--- src/cube_map_footprint_faces_assert.svh ---
// ---------------------------------------------------------------------------
// cube_map_footprint_faces_assert.svh
// Assertion macros for the cube map footprint block; empty when SYNTH is set.
// ---------------------------------------------------------------------------
`ifndef CUBE_MAP_FOOTPRINT_FACES_ASSERT_SVH
`define CUBE_MAP_FOOTPRINT_FACES_ASSERT_SVH

`ifndef SYNTH
`define CMFF_ASSERT_IMPL(lbl, ante, cons) \
  lbl: assert property (@(posedge clk) disable iff (!rst_n) (ante) |-> (cons)) \
    else $error("cmff: implication check failed");
`define CMFF_ASSERT_NEXT(lbl, ante, cons) \
  lbl: assert property (@(posedge clk) disable iff (!rst_n) (ante) |=> (cons)) \
    else $error("cmff: next-cycle check failed");
`else
`define CMFF_ASSERT_IMPL(lbl, ante, cons)
`define CMFF_ASSERT_NEXT(lbl, ante, cons)
`endif

`endif

--- src/cmff_pkg.sv ---
// ---------------------------------------------------------------------------
// cmff_pkg
// Types, constants and face tables shared by the cube map footprint block.
// ---------------------------------------------------------------------------
package cmff_pkg;

  localparam int COORD_BITS = 16;
  localparam int CW     = 17;   // cube coordinate, Q16, range +-0.5
  localparam int MW     = 18;   // multiplier operand
  localparam int PW     = 36;   // multiplier product
  localparam int NW     = 33;   // plane normal component
  localparam int SW     = 34;   // normal sum
  localparam int UNW    = 48;   // divider numerator magnitude
  localparam int UDW    = 33;   // divider denominator magnitude
  localparam int QW     = 18;   // quotient bits
  localparam int RW     = 52;   // divider remainder
  localparam int LIST_N = 9;
  localparam int LW     = 4;

  localparam logic signed [CW-1:0] HALF_Q     = 17'sd32768;
  localparam logic [16:0]          ONE_Q      = 17'd65536;
  localparam logic [16:0]          RECIP3     = 17'd87382;  // ceil(2^18 / 3)
  localparam int                   RECIP3_SH  = 18;
  localparam logic [15:0]          COL_STEP   = 16'd21845;  // 65536 / 3
  localparam logic [15:0]          ROW_STEP   = 16'd32768;

  typedef logic signed [COORD_BITS-1:0] coord_t;
  typedef logic signed [CW-1:0]         cc_t;
  typedef logic [2:0]                   face_t;
  typedef logic [1:0]                   axis_t;

  typedef struct packed {
    coord_t x;
    coord_t y;
    coord_t z;
  } vec_t;

  localparam face_t FACE_PZ = 3'd0;
  localparam face_t FACE_PX = 3'd1;
  localparam face_t FACE_PY = 3'd2;
  localparam face_t FACE_NX = 3'd3;
  localparam face_t FACE_NY = 3'd4;
  localparam face_t FACE_NZ = 3'd5;

  localparam axis_t AXIS_X = 2'd0;
  localparam axis_t AXIS_Y = 2'd1;
  localparam axis_t AXIS_Z = 2'd2;

  typedef enum logic [3:0] {
    S_IDLE, S_CAX, S_CDGO, S_CDW, S_LINIT, S_LSTEP, S_XP, S_EPREP,
    S_EDW, S_LAPP, S_FINIT, S_FSEL, S_FSCAN, S_FAREA, S_FEMIT
  } state_t;

  typedef struct packed {
    logic       load;
    logic       axis;
    logic       wr_zero;
    logic       div_start;
    logic       div_edge;
    logic       wr_ck;
    logic       wr_cm;
    logic       list_init;
    logic       app_corner;
    logic       xp;
    logic       wr_edge;
    logic       scan;
    logic       scan_first;
    logic       area;
    logic       emit;
    logic [1:0] ci;
    logic       kk;
    logic [2:0] step;
    logic [LW-1:0] j;
    face_t      f;
  } cmd_t;

  typedef struct packed {
    logic zero;
    logic div_done;
    logic face_diff;
    logic same_axis;
    logic nk_zero;
    logic mask_f;
    logic scan_last;
    logic last;
    logic out_free;
  } sts_t;

  typedef struct packed {
    face_t       face;
    logic [15:0] s_low;
    logic [15:0] s_high;
    logic [15:0] t_low;
    logic [15:0] t_high;
    logic [16:0] weight;
    logic        last;
    logic        bad_geometry;
  } res_t;

  function automatic axis_t face_axis(face_t f);
    case (f)
      FACE_PZ, FACE_NZ: return AXIS_Z;
      FACE_PX, FACE_NX: return AXIS_X;
      default:          return AXIS_Y;
    endcase
  endfunction

  function automatic logic face_neg(face_t f);
    case (f)
      FACE_NX, FACE_NY, FACE_NZ: return 1'b1;
      default:                   return 1'b0;
    endcase
  endfunction

  function automatic axis_t u_axis(face_t f);
    case (f)
      FACE_PX, FACE_NX: return AXIS_Z;
      default:          return AXIS_X;
    endcase
  endfunction

  function automatic logic u_neg(face_t f);
    case (f)
      FACE_PX, FACE_NZ: return 1'b1;
      default:          return 1'b0;
    endcase
  endfunction

  function automatic axis_t v_axis(face_t f);
    case (f)
      FACE_PY, FACE_NY: return AXIS_Z;
      default:          return AXIS_Y;
    endcase
  endfunction

  function automatic logic v_neg(face_t f);
    case (f)
      FACE_PY: return 1'b0;
      default: return 1'b1;
    endcase
  endfunction

  function automatic logic [1:0] face_col(face_t f);
    case (f)
      FACE_PZ, FACE_NX: return 2'd0;
      FACE_PX, FACE_NY: return 2'd1;
      default:          return 2'd2;
    endcase
  endfunction

  function automatic logic face_row(face_t f);
    case (f)
      FACE_NX, FACE_NY, FACE_NZ: return 1'b1;
      default:                   return 1'b0;
    endcase
  endfunction

  function automatic coord_t vec_axis(vec_t v, axis_t a);
    case (a)
      AXIS_X:  return v.x;
      AXIS_Y:  return v.y;
      default: return v.z;
    endcase
  endfunction

endpackage

--- src/cmff_in_if.sv ---
// ---------------------------------------------------------------------------
// cmff_in_if
// Input channel: four corner direction vectors of one beam.
// ---------------------------------------------------------------------------
interface cmff_in_if
  import cmff_pkg::*;
();
  logic   valid;
  logic   ready;
  coord_t ax, ay, az;
  coord_t bx, by_comp, bz;
  coord_t cx, cy, cz;
  coord_t dx, dy, dz;

  modport source (output valid, ax, ay, az, bx, by_comp, bz, cx, cy, cz, dx, dy, dz,
                  input ready);
  modport sink   (input valid, ax, ay, az, bx, by_comp, bz, cx, cy, cz, dx, dy, dz,
                  output ready);
endinterface

--- src/cmff_out_if.sv ---
// ---------------------------------------------------------------------------
// cmff_out_if
// Result channel: one atlas rectangle and weight per touched face.
// ---------------------------------------------------------------------------
interface cmff_out_if
  import cmff_pkg::*;
();
  logic        valid;
  logic        ready;
  face_t       face;
  logic [15:0] s_low;
  logic [15:0] s_high;
  logic [15:0] t_low;
  logic [15:0] t_high;
  logic [16:0] weight;
  logic        last;
  logic        bad_geometry;

  modport source (output valid, face, s_low, s_high, t_low, t_high, weight, last,
                  bad_geometry, input ready);
  modport sink   (input valid, face, s_low, s_high, t_low, t_high, weight, last,
                  bad_geometry, output ready);
endinterface

--- src/cmff_div.sv ---
// ---------------------------------------------------------------------------
// cmff_div
// Iterative rounding divider: q = (2n + d) / (2d), one quotient bit a cycle,
// saturating to all ones when the quotient does not fit.
// ---------------------------------------------------------------------------
`include "cube_map_footprint_faces_assert.svh"

module cmff_div
  import cmff_pkg::*;
(
  input  logic           clk,
  input  logic           rst_n,
  input  logic           start,
  input  logic [UNW-1:0] un,
  input  logic [UDW-1:0] ud,
  output logic           done,
  output logic [QW-1:0]  q
);

  logic          busy_r;
  logic          done_r;
  logic [4:0]    cnt_r;
  logic [RW-1:0] rem_r;
  logic [RW-1:0] dsh_r;
  logic [QW-1:0] q_r;

  logic [RW-1:0] nn;
  logic [RW-1:0] dd;
  logic          ovf;
  logic          ge;

  assign nn  = (RW'(un) << 1) + RW'(ud);
  assign dd  = RW'(ud) << 1;
  assign ovf = nn >= (dd << QW);
  assign ge  = rem_r >= dsh_r;

  always_ff @(posedge clk) begin
    if (!rst_n) begin
      busy_r <= 1'b0;
      done_r <= 1'b0;
    end else begin
      done_r <= 1'b0;
      if (start) begin
        busy_r <= !ovf;
        done_r <= ovf;
      end else if (busy_r && cnt_r == 5'd0) begin
        busy_r <= 1'b0;
        done_r <= 1'b1;
      end
    end
  end

  always_ff @(posedge clk) begin
    if (start) begin
      rem_r <= nn;
      dsh_r <= dd << (QW - 1);
      cnt_r <= 5'(QW - 1);
      q_r   <= ovf ? '1 : '0;
    end else if (busy_r) begin
      if (ge) rem_r <= rem_r - dsh_r;
      dsh_r <= dsh_r >> 1;
      q_r   <= {q_r[QW-2:0], ge};
      cnt_r <= cnt_r - 5'd1;
    end
  end

  assign done = done_r;
  assign q    = q_r;

  `CMFF_ASSERT_IMPL(a_start_idle, start, !busy_r)
  `CMFF_ASSERT_NEXT(a_done_pulse, done_r, !done_r)

endmodule

--- src/cmff_ctrl.sv ---
// ---------------------------------------------------------------------------
// cmff_ctrl
// Sequencer: corner projection, outline build, per-face box and emit.
// ---------------------------------------------------------------------------
module cmff_ctrl
  import cmff_pkg::*;
(
  input  logic clk,
  input  logic rst_n,
  input  logic in_valid,
  output logic in_ready,
  output cmd_t cmd,
  input  sts_t sts
);

  state_t        state_r, state_nxt;
  logic [1:0]    ci_r, ci_nxt;
  logic          kk_r, kk_nxt;
  logic [2:0]    step_r, step_nxt;
  logic [LW-1:0] j_r, j_nxt;
  face_t         f_r, f_nxt;

  always_ff @(posedge clk) begin
    if (!rst_n) begin
      state_r <= S_IDLE;
      ci_r    <= '0;
      kk_r    <= 1'b0;
      step_r  <= '0;
      j_r     <= '0;
      f_r     <= FACE_PZ;
    end else begin
      state_r <= state_nxt;
      ci_r    <= ci_nxt;
      kk_r    <= kk_nxt;
      step_r  <= step_nxt;
      j_r     <= j_nxt;
      f_r     <= f_nxt;
    end
  end

  always_comb begin
    state_nxt = state_r;
    ci_nxt    = ci_r;
    kk_nxt    = kk_r;
    step_nxt  = step_r;
    j_nxt     = j_r;
    f_nxt     = f_r;
    in_ready  = 1'b0;
    cmd       = '0;
    cmd.ci    = ci_r;
    cmd.kk    = kk_r;
    cmd.step  = step_r;
    cmd.j     = j_r;
    cmd.f     = f_r;
    cmd.scan_first = (j_r == '0);
    case (state_r)
      S_IDLE: begin
        in_ready = 1'b1;
        if (in_valid) begin
          cmd.load  = 1'b1;
          ci_nxt    = '0;
          state_nxt = S_CAX;
        end
      end
      S_CAX: begin
        if (sts.zero) begin
          cmd.wr_zero = 1'b1;
          if (ci_r == 2'd3) state_nxt = S_LINIT;
          else ci_nxt = ci_r + 2'd1;
        end else begin
          cmd.axis  = 1'b1;
          kk_nxt    = 1'b0;
          state_nxt = S_CDGO;
        end
      end
      S_CDGO: begin
        cmd.div_start = 1'b1;
        state_nxt     = S_CDW;
      end
      S_CDW: begin
        if (sts.div_done) begin
          cmd.wr_ck = 1'b1;
          if (kk_r) begin
            cmd.wr_cm = 1'b1;
            if (ci_r == 2'd3) begin
              state_nxt = S_LINIT;
            end else begin
              ci_nxt    = ci_r + 2'd1;
              state_nxt = S_CAX;
            end
          end else begin
            kk_nxt    = 1'b1;
            state_nxt = S_CDGO;
          end
        end
      end
      S_LINIT: begin
        cmd.list_init = 1'b1;
        ci_nxt        = '0;
        state_nxt     = S_LSTEP;
      end
      S_LSTEP: begin
        if (sts.face_diff && !sts.same_axis) begin
          step_nxt  = '0;
          state_nxt = S_XP;
        end else begin
          cmd.app_corner = 1'b1;
          if (ci_r == 2'd3) state_nxt = S_FINIT;
          else ci_nxt = ci_r + 2'd1;
        end
      end
      S_XP: begin
        cmd.xp   = 1'b1;
        step_nxt = step_r + 3'd1;
        if (step_r == 3'd6) state_nxt = S_EPREP;
      end
      S_EPREP: begin
        if (sts.nk_zero) begin
          cmd.wr_edge = 1'b1;
          state_nxt   = S_LAPP;
        end else begin
          cmd.div_start = 1'b1;
          cmd.div_edge  = 1'b1;
          state_nxt     = S_EDW;
        end
      end
      S_EDW: begin
        if (sts.div_done) begin
          cmd.wr_edge = 1'b1;
          state_nxt   = S_LAPP;
        end
      end
      S_LAPP: begin
        cmd.app_corner = 1'b1;
        if (ci_r == 2'd3) begin
          state_nxt = S_FINIT;
        end else begin
          ci_nxt    = ci_r + 2'd1;
          state_nxt = S_LSTEP;
        end
      end
      S_FINIT: begin
        f_nxt     = FACE_PZ;
        state_nxt = S_FSEL;
      end
      S_FSEL: begin
        if (sts.mask_f) begin
          j_nxt     = '0;
          state_nxt = S_FSCAN;
        end else if (f_r == FACE_NZ) begin
          state_nxt = S_IDLE;
        end else begin
          f_nxt = f_r + 3'd1;
        end
      end
      S_FSCAN: begin
        cmd.scan = 1'b1;
        if (sts.scan_last) state_nxt = S_FAREA;
        else j_nxt = j_r + 4'd1;
      end
      S_FAREA: begin
        cmd.area  = 1'b1;
        state_nxt = S_FEMIT;
      end
      S_FEMIT: begin
        if (sts.out_free) begin
          cmd.emit = 1'b1;
          if (sts.last) begin
            state_nxt = S_IDLE;
          end else begin
            f_nxt     = f_r + 3'd1;
            state_nxt = S_FSEL;
          end
        end
      end
      default: state_nxt = S_IDLE;
    endcase
  end

endmodule

--- src/cmff_dp.sv ---
// ---------------------------------------------------------------------------
// cmff_dp
// Datapath: corner and outline registers, shared multiplier and divider,
// face box accumulation and the result register.
// ---------------------------------------------------------------------------
`include "cube_map_footprint_faces_assert.svh"

module cmff_dp
  import cmff_pkg::*;
(
  input  logic       clk,
  input  logic       rst_n,
  input  vec_t [3:0] vin,
  input  cmd_t       cmd,
  output sts_t       sts,
  input  logic       out_ready,
  output logic       out_valid,
  output res_t       res
);

  vec_t          vin_r  [4];
  cc_t           cor_r  [4][3];
  face_t         cface_r[4];
  cc_t           list_r [LIST_N][3];
  logic [LW-1:0] cnt_r;
  logic [5:0]    mask_r;
  logic          bad_r;

  axis_t                 m_r;
  logic                  sgn_r;
  logic [COORD_BITS-1:0] den_r;
  logic                  div_neg_r;
  axis_t                 div_k_r;

  logic signed [PW-1:0] prod_r;
  logic signed [NW-1:0] tmp_r;
  logic signed [NW-1:0] n_r[3];

  logic signed [CW:0] s1_r, s2_r, t1_r, t2_r;
  logic [15:0]        sl_r, sh_r, tl_r, th_r;
  res_t               out_r;
  logic               out_valid_r;

  // ---- corner projection --------------------------------------------------
  vec_t                  vc;
  coord_t                vcomp[3];
  logic [COORD_BITS-1:0] ab[3];
  logic                  zero_c;
  axis_t                 m_c;
  axis_t                 oth;
  coord_t                vo;
  logic [COORD_BITS-1:0] abo;

  always_comb begin
    vc = vin_r[cmd.ci];
    for (int k = 0; k < 3; k++) begin
      vcomp[k] = vec_axis(vc, axis_t'(k));
      ab[k] = vcomp[k][COORD_BITS-1] ? COORD_BITS'(-vcomp[k]) : COORD_BITS'(vcomp[k]);
    end
    zero_c = (ab[0] == '0) && (ab[1] == '0) && (ab[2] == '0);
    if (ab[2] >= ab[0] && ab[2] >= ab[1]) m_c = AXIS_Z;
    else if (ab[1] >= ab[0])              m_c = AXIS_Y;
    else                                  m_c = AXIS_X;
    if (!cmd.kk) oth = (m_r == AXIS_X) ? AXIS_Y : AXIS_X;
    else         oth = (m_r == AXIS_Z) ? AXIS_Y : AXIS_Z;
    vo  = vec_axis(vc, oth);
    abo = vo[COORD_BITS-1] ? COORD_BITS'(-vo) : COORD_BITS'(vo);
  end

  // ---- edge point between corner ci-1 and corner ci -------------------------
  logic [1:0]           pi;
  face_t                pf, qf;
  axis_t                ea1, ea2, ek;
  logic signed [SW-1:0] na1, na2, num;
  logic signed [NW-1:0] nk;
  logic [SW-1:0]        num_mag;
  logic [UDW-1:0]       nk_mag;
  logic                 num_pos;

  always_comb begin
    pi  = cmd.ci - 2'd1;
    pf  = cface_r[pi];
    qf  = cface_r[cmd.ci];
    ea1 = face_axis(pf);
    ea2 = face_axis(qf);
    ek  = 2'd3 - ea1 - ea2;
    na1 = SW'(n_r[ea1]);
    na2 = SW'(n_r[ea2]);
    num = (face_neg(pf) ? -na1 : na1) + (face_neg(qf) ? -na2 : na2);
    nk  = n_r[ek];
    num_mag = num[SW-1] ? SW'(-num) : SW'(num);
    nk_mag  = nk[NW-1] ? UDW'(-nk) : UDW'(nk);
    num_pos = !num[SW-1] && (num != '0);
  end

  // ---- divider ----------------------------------------------------------------
  logic [UNW-1:0] div_un;
  logic [UDW-1:0] div_ud;
  logic           div_done;
  logic [QW-1:0]  div_q;
  logic [CW-1:0]  q_clip;
  cc_t            div_res;

  assign div_un = cmd.div_edge ? (UNW'(num_mag) << 15) : (UNW'(abo) << 15);
  assign div_ud = cmd.div_edge ? nk_mag : UDW'(den_r);
  assign q_clip = (div_q > QW'(HALF_Q)) ? CW'(HALF_Q) : CW'(div_q);
  assign div_res = div_neg_r ? -cc_t'(q_clip) : cc_t'(q_clip);

  cmff_div u_div (
    .clk   (clk),
    .rst_n (rst_n),
    .start (cmd.div_start),
    .un    (div_un),
    .ud    (div_ud),
    .done  (div_done),
    .q     (div_q)
  );

  // ---- shared multiplier ---------------------------------------------------
  cc_t                  xa, xb;
  logic signed [MW-1:0] mul_a, mul_b;
  logic signed [MW-1:0] ds, dt;

  always_comb begin
    case (cmd.step)
      3'd0:    begin xa = cor_r[pi][1]; xb = cor_r[cmd.ci][2]; end
      3'd1:    begin xa = cor_r[pi][2]; xb = cor_r[cmd.ci][1]; end
      3'd2:    begin xa = cor_r[pi][2]; xb = cor_r[cmd.ci][0]; end
      3'd3:    begin xa = cor_r[pi][0]; xb = cor_r[cmd.ci][2]; end
      3'd4:    begin xa = cor_r[pi][0]; xb = cor_r[cmd.ci][1]; end
      3'd5:    begin xa = cor_r[pi][1]; xb = cor_r[cmd.ci][0]; end
      default: begin xa = '0;           xb = '0;               end
    endcase
    ds    = s2_r - s1_r;
    dt    = t2_r - t1_r;
    mul_a = cmd.area ? ds : MW'(xa);
    mul_b = cmd.area ? dt : MW'(xb);
  end

  // ---- face scan ----------------------------------------------------------
  cc_t                eu, ev;
  logic signed [CW:0] uu, tt;

  always_comb begin
    eu = list_r[cmd.j][u_axis(cmd.f)];
    ev = list_r[cmd.j][v_axis(cmd.f)];
    uu = (u_neg(cmd.f) ? -(CW+1)'(eu) : (CW+1)'(eu)) + (CW+1)'(HALF_Q);
    tt = (v_neg(cmd.f) ? -(CW+1)'(ev) : (CW+1)'(ev)) + (CW+1)'(HALF_Q);
  end

  function automatic logic [16:0] clamp_uv(logic signed [CW:0] x);
    if (x < 0)                   return '0;
    if (x > $signed({1'b0, ONE_Q})) return ONE_Q;
    return x[16:0];
  endfunction

  // (u + col*65536 + 1) / 3 = col*21845 + (u + col + 1) / 3
  function automatic logic [15:0] atlas_s(logic [16:0] u, logic [1:0] col);
    logic [16:0] xs;
    logic [33:0] pr;
    logic [16:0] sum;
    xs  = u + 17'(col) + 17'd1;
    pr  = 34'(xs) * 34'(RECIP3);
    sum = 17'(pr >> RECIP3_SH) + 17'(col) * 17'(COL_STEP);
    return sum[16] ? 16'hFFFF : sum[15:0];
  endfunction

  function automatic logic [15:0] atlas_t(logic [16:0] v, logic row);
    logic [16:0] sum;
    sum = ((v + 17'd1) >> 1) + (row ? 17'(ROW_STEP) : 17'd0);
    return sum[16] ? 16'hFFFF : sum[15:0];
  endfunction

  // ---- weight from box area -------------------------------------------------
  logic [32:0] area;
  logic [33:0] area_rnd;
  logic [16:0] wgt;

  always_comb begin
    area     = prod_r[32:0];
    area_rnd = 34'(area) + 34'd32768;
    if (area == '0)                 wgt = ONE_Q;
    else if (area_rnd[33:16] == '0) wgt = 17'd1;
    else                            wgt = area_rnd[32:16];
  end

  // ---- control registers ----------------------------------------------------
  always_ff @(posedge clk) begin
    if (!rst_n) begin
      cnt_r       <= '0;
      mask_r      <= '0;
      out_valid_r <= 1'b0;
    end else begin
      if (cmd.list_init) begin
        cnt_r  <= LW'(1);
        mask_r <= 6'd1 << cface_r[3];
      end else if (cmd.app_corner || cmd.wr_edge) begin
        cnt_r <= cnt_r + LW'(1);
      end
      if (cmd.app_corner) mask_r <= mask_r | (6'd1 << cface_r[cmd.ci]);
      if (cmd.emit)        out_valid_r <= 1'b1;
      else if (out_ready)  out_valid_r <= 1'b0;
    end
  end

  // ---- payload registers ------------------------------------------------------
  always_ff @(posedge clk) begin
    if (cmd.load) begin
      for (int i = 0; i < 4; i++) vin_r[i] <= vin[i];
      bad_r <= 1'b0;
    end
    if (cmd.axis) begin
      m_r   <= m_c;
      sgn_r <= vcomp[m_c][COORD_BITS-1];
      den_r <= ab[m_c];
    end
    if (cmd.wr_zero) begin
      cor_r[cmd.ci][0] <= '0;
      cor_r[cmd.ci][1] <= '0;
      cor_r[cmd.ci][2] <= HALF_Q;
      cface_r[cmd.ci]  <= FACE_PZ;
      bad_r            <= 1'b1;
    end
    // corner divisions are by the major magnitude: sign comes from the numerator
    if (cmd.div_start) begin
      div_neg_r <= cmd.div_edge ? (num_pos ^ nk[NW-1]) : vo[COORD_BITS-1];
      div_k_r   <= oth;
    end
    if (cmd.wr_ck) cor_r[cmd.ci][div_k_r] <= div_res;
    if (cmd.wr_cm) begin
      cor_r[cmd.ci][m_r] <= sgn_r ? -HALF_Q : HALF_Q;
      case (m_r)
        AXIS_Z:  cface_r[cmd.ci] <= sgn_r ? FACE_NZ : FACE_PZ;
        AXIS_X:  cface_r[cmd.ci] <= sgn_r ? FACE_NX : FACE_PX;
        default: cface_r[cmd.ci] <= sgn_r ? FACE_NY : FACE_PY;
      endcase
    end
    if (cmd.list_init) begin
      for (int k = 0; k < 3; k++) list_r[0][k] <= cor_r[3][k];
    end
    if (cmd.app_corner) begin
      for (int k = 0; k < 3; k++) list_r[cnt_r][k] <= cor_r[cmd.ci][k];
      if (sts.face_diff && sts.same_axis) bad_r <= 1'b1;
    end
    if (cmd.wr_edge) begin
      list_r[cnt_r][ea1] <= face_neg(pf) ? -HALF_Q : HALF_Q;
      list_r[cnt_r][ea2] <= face_neg(qf) ? -HALF_Q : HALF_Q;
      list_r[cnt_r][ek]  <= (nk == '0) ? '0 : div_res;
    end
    if (cmd.xp || cmd.area) prod_r <= mul_a * mul_b;
    // products are registered, so each step uses the product of the step before: odd steps hold, even steps subtract
    if (cmd.xp && cmd.step != 3'd0) begin
      if (cmd.step[0]) tmp_r <= prod_r[NW-1:0];
      else             n_r[cmd.step[2:1] - 2'd1] <= tmp_r - prod_r[NW-1:0];
    end
    if (cmd.scan) begin
      if (cmd.scan_first || uu < s1_r) s1_r <= uu;
      if (cmd.scan_first || uu > s2_r) s2_r <= uu;
      if (cmd.scan_first || tt < t1_r) t1_r <= tt;
      if (cmd.scan_first || tt > t2_r) t2_r <= tt;
    end
    if (cmd.area) begin
      sl_r <= atlas_s(clamp_uv(s1_r), face_col(cmd.f));
      sh_r <= atlas_s(clamp_uv(s2_r), face_col(cmd.f));
      tl_r <= atlas_t(clamp_uv(t1_r), face_row(cmd.f));
      th_r <= atlas_t(clamp_uv(t2_r), face_row(cmd.f));
    end
    if (cmd.emit) begin
      out_r.face         <= cmd.f;
      out_r.s_low        <= sl_r;
      out_r.s_high       <= sh_r;
      out_r.t_low        <= tl_r;
      out_r.t_high       <= th_r;
      out_r.weight       <= wgt;
      out_r.last         <= sts.last;
      out_r.bad_geometry <= bad_r;
    end
  end

  // ---- status -------------------------------------------------------------
  always_comb begin
    sts.zero      = zero_c;
    sts.div_done  = div_done;
    sts.face_diff = (pf != qf);
    sts.same_axis = (ea1 == ea2);
    sts.nk_zero   = (nk == '0);
    sts.mask_f    = mask_r[cmd.f];
    sts.scan_last = (cmd.j == cnt_r - LW'(1));
    sts.last      = ((mask_r >> ({1'b0, cmd.f} + 4'd1)) == 6'd0);
    sts.out_free  = !out_valid_r || out_ready;
  end

  assign out_valid = out_valid_r;
  assign res       = out_r;

  `CMFF_ASSERT_IMPL(a_list_bound, 1'b1, cnt_r <= LW'(LIST_N))
  `CMFF_ASSERT_IMPL(a_emit_face, cmd.emit, mask_r[cmd.f] && sts.out_free)

endmodule

--- src/cube_map_footprint_faces.sv ---
// ---------------------------------------------------------------------------
// cube_map_footprint_faces
// Cube map footprint: face rectangles and weights for one four-corner beam.
// ---------------------------------------------------------------------------
// One beam is taken at a time; the input is ready only while the block is
// idle. Every nonzero corner needs two divisions, a zero corner none, and
// every edge point between corners on adjacent faces a cross product plus one
// division unless the plane is parallel to that edge, all on a single shared
// divider that makes one quotient bit per cycle; then the faces are checked in
// turn, and each touched face scans its outline points (up to nine), takes its
// box and weight and is emitted once the result register is free. The result
// register lets the next beam start while the final rectangle waits.
module cube_map_footprint_faces
  import cmff_pkg::*;
(
  input  logic clk,
  input  logic rst_n,
  cmff_in_if.sink    in_ch,
  cmff_out_if.source out_ch
);

  cmd_t       cmd;
  sts_t       sts;
  vec_t [3:0] vin;
  res_t       res;
  logic       in_ready;
  logic       out_valid;

  assign vin[0] = '{x: in_ch.ax, y: in_ch.ay,      z: in_ch.az};
  assign vin[1] = '{x: in_ch.bx, y: in_ch.by_comp, z: in_ch.bz};
  assign vin[2] = '{x: in_ch.cx, y: in_ch.cy,      z: in_ch.cz};
  assign vin[3] = '{x: in_ch.dx, y: in_ch.dy,      z: in_ch.dz};

  assign in_ch.ready = in_ready;

  cmff_ctrl u_ctrl (
    .clk      (clk),
    .rst_n    (rst_n),
    .in_valid (in_ch.valid),
    .in_ready (in_ready),
    .cmd      (cmd),
    .sts      (sts)
  );

  cmff_dp u_dp (
    .clk       (clk),
    .rst_n     (rst_n),
    .vin       (vin),
    .cmd       (cmd),
    .sts       (sts),
    .out_ready (out_ch.ready),
    .out_valid (out_valid),
    .res       (res)
  );

  assign out_ch.valid        = out_valid;
  assign out_ch.face         = res.face;
  assign out_ch.s_low        = res.s_low;
  assign out_ch.s_high       = res.s_high;
  assign out_ch.t_low        = res.t_low;
  assign out_ch.t_high       = res.t_high;
  assign out_ch.weight       = res.weight;
  assign out_ch.last         = res.last;
  assign out_ch.bad_geometry = res.bad_geometry;

endmodule

--- src/flat_wrapper.sv ---
// flat-port wrapper written by rule: the top's interface ports become plain ports
module cube_map_footprint_faces_flat import cmff_pkg::*;
  (clk, rst_n, in_ch_valid, in_ch_ax, in_ch_ay, in_ch_az, in_ch_bx, in_ch_by_comp, in_ch_bz, in_ch_cx, in_ch_cy, in_ch_cz, in_ch_dx, in_ch_dy, in_ch_dz, in_ch_ready, out_ch_valid, out_ch_face, out_ch_s_low, out_ch_s_high, out_ch_t_low, out_ch_t_high, out_ch_weight, out_ch_last, out_ch_bad_geometry, out_ch_ready);
  cmff_in_if in_ch_i ();
  cmff_out_if out_ch_i ();
  input  logic clk;
  input  logic rst_n;
  input wire logic [$bits(in_ch_i.valid)-1:0] in_ch_valid;
  input wire logic [$bits(in_ch_i.ax)-1:0] in_ch_ax;
  input wire logic [$bits(in_ch_i.ay)-1:0] in_ch_ay;
  input wire logic [$bits(in_ch_i.az)-1:0] in_ch_az;
  input wire logic [$bits(in_ch_i.bx)-1:0] in_ch_bx;
  input wire logic [$bits(in_ch_i.by_comp)-1:0] in_ch_by_comp;
  input wire logic [$bits(in_ch_i.bz)-1:0] in_ch_bz;
  input wire logic [$bits(in_ch_i.cx)-1:0] in_ch_cx;
  input wire logic [$bits(in_ch_i.cy)-1:0] in_ch_cy;
  input wire logic [$bits(in_ch_i.cz)-1:0] in_ch_cz;
  input wire logic [$bits(in_ch_i.dx)-1:0] in_ch_dx;
  input wire logic [$bits(in_ch_i.dy)-1:0] in_ch_dy;
  input wire logic [$bits(in_ch_i.dz)-1:0] in_ch_dz;
  output wire logic [$bits(in_ch_i.ready)-1:0] in_ch_ready;
  output wire logic [$bits(out_ch_i.valid)-1:0] out_ch_valid;
  output wire logic [$bits(out_ch_i.face)-1:0] out_ch_face;
  output wire logic [$bits(out_ch_i.s_low)-1:0] out_ch_s_low;
  output wire logic [$bits(out_ch_i.s_high)-1:0] out_ch_s_high;
  output wire logic [$bits(out_ch_i.t_low)-1:0] out_ch_t_low;
  output wire logic [$bits(out_ch_i.t_high)-1:0] out_ch_t_high;
  output wire logic [$bits(out_ch_i.weight)-1:0] out_ch_weight;
  output wire logic [$bits(out_ch_i.last)-1:0] out_ch_last;
  output wire logic [$bits(out_ch_i.bad_geometry)-1:0] out_ch_bad_geometry;
  input wire logic [$bits(out_ch_i.ready)-1:0] out_ch_ready;
  assign in_ch_i.valid = in_ch_valid;
  assign in_ch_i.ax = in_ch_ax;
  assign in_ch_i.ay = in_ch_ay;
  assign in_ch_i.az = in_ch_az;
  assign in_ch_i.bx = in_ch_bx;
  assign in_ch_i.by_comp = in_ch_by_comp;
  assign in_ch_i.bz = in_ch_bz;
  assign in_ch_i.cx = in_ch_cx;
  assign in_ch_i.cy = in_ch_cy;
  assign in_ch_i.cz = in_ch_cz;
  assign in_ch_i.dx = in_ch_dx;
  assign in_ch_i.dy = in_ch_dy;
  assign in_ch_i.dz = in_ch_dz;
  assign in_ch_ready = in_ch_i.ready;
  assign out_ch_valid = out_ch_i.valid;
  assign out_ch_face = out_ch_i.face;
  assign out_ch_s_low = out_ch_i.s_low;
  assign out_ch_s_high = out_ch_i.s_high;
  assign out_ch_t_low = out_ch_i.t_low;
  assign out_ch_t_high = out_ch_i.t_high;
  assign out_ch_weight = out_ch_i.weight;
  assign out_ch_last = out_ch_i.last;
  assign out_ch_bad_geometry = out_ch_i.bad_geometry;
  assign out_ch_i.ready = out_ch_ready;
  cube_map_footprint_faces u_core (.clk(clk), .rst_n(rst_n), .in_ch(in_ch_i), .out_ch(out_ch_i));
endmodule
--- config.mk ---
export PLATFORM = sky130hd
export DESIGN_NAME = cube_map_footprint_faces_flat
export DESIGN_NICKNAME = d
export VERILOG_FILES = /design/src/cmff_pkg.sv /design/src/cmff_in_if.sv /design/src/cmff_out_if.sv /design/src/cmff_div.sv /design/src/cmff_ctrl.sv /design/src/cmff_dp.sv /design/src/cube_map_footprint_faces.sv /design/src/flat_wrapper.sv
export VERILOG_INCLUDE_DIRS = /design/src /design/src/src
export SDC_FILE = /design/constraint.sdc
export NUM_CORES = 2
export LEC_CHECK = 0
export BUFFER_PORTS_ARGS = -buffer_cell sky130_fd_sc_hd__buf_2
export CAP_MARGIN = 10
export CORE_UTILIZATION = 55
export CTS_BUF_LIST = sky130_fd_sc_hd__clkbuf_16
export CTS_CLUSTER_SIZE = 14
export DETAILED_ROUTE_END_ITERATION = 10
export PLACE_DENSITY = 0.8
export RECOVER_POWER = 100
export SYNTH_ARGS = -nofsm -noshare
export SYNTH_HDL_FRONTEND = slang
export SYNTH_SLANG_ARGS = --single-unit
--- constraint.sdc ---
create_clock -name clk -period 39 [get_ports clk]
set_clock_uncertainty 0.05 [all_clocks]
set_input_delay 5.85 -clock clk [delete_from_list [all_inputs] [get_ports clk]]
set_output_delay 5.85 -clock clk [all_outputs]
set_load 0.01 [all_outputs]
==> impl_metrics.py <==
metrics = {
    "outcome": {
        "status": "finished, violations left",
        "violations": "max-capacitance violations, max-slew violations",
    },
    "timing": {
        "post-route-period-util": 0.578,
        "rsz0062_at_grt": "false",
        "tightest_slew_ns": 5.05,
        "finalHoldViolCount": 0,
        "final_max_slew_viol_count": 1822,
        "final.min_clock_period_ns": 22.52,
        "max_freq_mhz": 44.4,
        "maxSlewHeadroom": -2.38,
        "setup_viol_count_final": 0,
        "tns_ns": 0,
    },
    "floorplanning": {
        "die_y_um": 429,
        "initial_core_util": 0.555,
        "ios": 284,
        "die_area_um2": 184000,
        "die_x_um": 429,
        "num_rows": 156,
        "coreArea_um2": 181000,
    },
    "cells_and_area": {
        "area_growth_syn_to_layout_pct": 9.04,
        "nets": 10600,
        "drive_gt1_frac": 0.0948,
        "fillers": 14100,
    },
    "setup_path": {
        "crit_arrival_ns": 23.19,
        "crit_family": "buffers and inverters",
        "crit_type": "flop to flop",
        "endpoint_kind": "flop",
        "cp-start-kind": "flop",
        "path_common_cell": "clkbuf_1",
        "cp_max_fo": 64,
        "cp.required_ns": 39.67,
        "cp_num_buf_inv": 7,
        "slowest_stage": "clkbuf_1",
        "critPathMaxStageDelay_ns": 2.84,
    },
    "yosys": {
        "synth_area_leader_cell": "edfxtp_1",
        "synth_cells": 8865,
        "synth_edf_count": 1379,
        "ys_seq_area_frac": 0.425,
        "ys.flop_type": "edfxtp_1",
        "yosysTopAreaCellShare": 0.413,
        "syn_area_um2": 100000,
        "ys_warn_count": 0,
        "synth-seq-cells": 1439,
        "syn_avg_cell_area_um2": 11.3,
        "yosysMostFrequentCell": "edfxtp_1",
        "synthTopCellsByCount": "edfxtp_1, inv_1, nand2_1",
        "ys_async_sr_fraction": 0,
        "syn_nets": 10300,
        "synth.distinct_cells": 96,
        "synthTopCellsByArea": "edfxtp_1, fa_1, ha_1, mux4_2, inv_1",
    },
    "global_route": {
        "grt_first_pass_wirelength_um": 440000,
        "grt_pass1_vias": 73900,
        "antenna_found_initial": 12,
        "overflow": 0,
        "grt_max_degree": 122,
        "grt_use_total": 0.314,
    },
    "clock_network": {
        "clockBufferDepth": 3,
        "cts_buffers": 149,
        "post_cts.repair.setup_buffers": 0,
        "clkSlewWorstSetupHoldPaths_ns": 0.06,
        "tritoncts": "yes",
        "ctsResizeCount": 0,
        "clock-sinks": 1439,
        "htree_levels": 4,
        "cts_hold_buf": 0,
        "root_buffer": "clkbuf_16",
        "insertion_delay_ns": 0.88,
    },
    "drt": {
        "drt-total-wl_um": 292000,
        "post_drt_wl_per_cell_um": 25.0,
        "dr.pass1.iters": 10,
        "via_per_inst": 6.30,
        "dr.first_iter.drc_count": 8292,
        "vias": 73400,
        "drc": 0,
        "postRouteAntennaNets": 0,
    },
    "worst_hold_path": {
        "hp-class": "flop to flop",
    },
    "placed_design": {
        "hpwl_um": 219000,
        "portBuffers": 283,
        "gp_congestion": 0.982,
    },
    "flow_run": {
        "cap_violations": 55,
    },
}
[worst paths after layout]
kind                          from                endpoint  slack (ns)  cells after the start
min reg2reg   u_core.u_dp.tl_r[12]     u_core.u_dp.res[47]        0.35                      0
max          u_core.u_ctrl.ci_r[0]  u_core.u_dp.u_div.done       16.48                     44
min           u_core.u_dp.tl_r[12]     u_core.u_dp.res[47]        0.35                      0
max reg2reg  u_core.u_ctrl.ci_r[0]  u_core.u_dp.u_div.done       16.48                     44
[placed cells by master, fill, tap and decap left out, drive strengths merged, types with 76 or more instances in the layout]
cell type | synthesis | layout
o21ai | 395 | 395
nor2 | 642 | 642
nand2 | 791 | 791
mux4 | 256 | 256
nor2b | 98 | 98
nand3 | 129 | 129
inv | 924 | 955
edfxtp | 1379 | 1379
buf | 79 | 254
nand4 | 76 | 76
and2 | 77 | 77
xnor2 | 355 | 355
xor2 | 168 | 168
clkbuf | 230 | 340
fa | 494 | 494
a21o | 191 | 191
nand2b | 134 | 134
a21oi | 419 | 419
mux2i | 162 | 162
ha | 742 | 742
nor3 | 147 | 147
[metrics by stage]
| step | std cells | instance area, um^2 | worst slack [ns] | util | hold WS, ns |
|---|---|---|---|---|---|
| 6_report | 11700 | 109000 | 16.48 | 0.605 | 0.352 |
| 5_1_grt | 11600 | 109000 | 15.30 | 0.605 | 0.366 |
| 4_1_cts | 11600 | 110000 | 24.38 | 0.608 | 0.351 |
| 3_5_place_dp | 11400 | 105000 | 24.47 | 0.579 | 0.355 |
| 3_3_place_gp | 11400 | 105000 | 24.60 | 0.579 | 0.353 |
| 2_1_floorplan | 8865 | 100000 | 25.14 | - | 0.350 |
[layout make-up]
cell class | count | area, um^2 | share of cell area
Inverter | 924 | 3470 | 0.0317
Multi-Input combinational cell | 6193 | 53100 | 0.485
Clock buffer | 151 | 3780 | 0.0345
Timing Repair Buffer | 443 | 2140 | 0.0196
Sequential cell | 1439 | 42600 | 0.389
Clock inverter | 127 | 1310 | 0.0120
Antenna cell | 5 | 12.5 | 0.000114
Tap cell | 2370 | 2970 | 0.0271
[routing by layer]
metal | vias up | GRT usage | part of all wire
li1 | 32400 | - | -
met1 | 35900 | 0.391 | 0.37
met2 | 4088 | 0.510 | 0.47
met3 | 970 | 0.0765 | 0.10
met4 | 12 | 0.165 | 0.061
met5 | - | 0 | 0.00026
[cell families (layout without fill, tap and decap cells)]
logic type / Yosys count / count (layout) / share of synthesized area
AND/OR/NAND/NOR: 2402 / 2402 / 0.113
AO/OA/AOI/OAI: 1583 / 1583 / 0.101
flip-flops: 1439 / 1439 / 0.425
adder cells (fa/ha/maj): 1236 / 1236 / 0.191
buffers and inverters: 1233 / 1645 / 0.0466
XOR/XNOR: 526 / 526 / 0.0464
multiplexers: 446 / 446 / 0.0768
other: 0 / 5 / 0
[worst register-to-register path, delay by kind of cell, from the launching register on]
kind / cells / cell delay (ns)
buffers and inverters: 7 / 10.05
and+or+nand+nor: 14 / 4.23
AOI/OAI and AO/OA: 15 / 3.05
DFF: 1 / 1.79
muxes: 3 / 1.60
adders and majority gates: 4 / 1.42
xor gates and xnor gates: 1 / 0.23
[state kept, by name (all words and copies together) (netlist names), 51 cells and up, named ones only]
name                     count
u_core.u_dp.cor_r          204
u_core.u_dp.list_r         459
u_core.u_dp.n_r             99
u_core.u_dp.res             86
u_core.u_dp.u_div.dsh_r     51
u_core.u_dp.u_div.rem_r     52
u_core.u_dp.vin_r          192
Power is left out: the tool's default activity adds up to more than one toggle a clock period on the data nets, which glitch-free logic cannot reach.
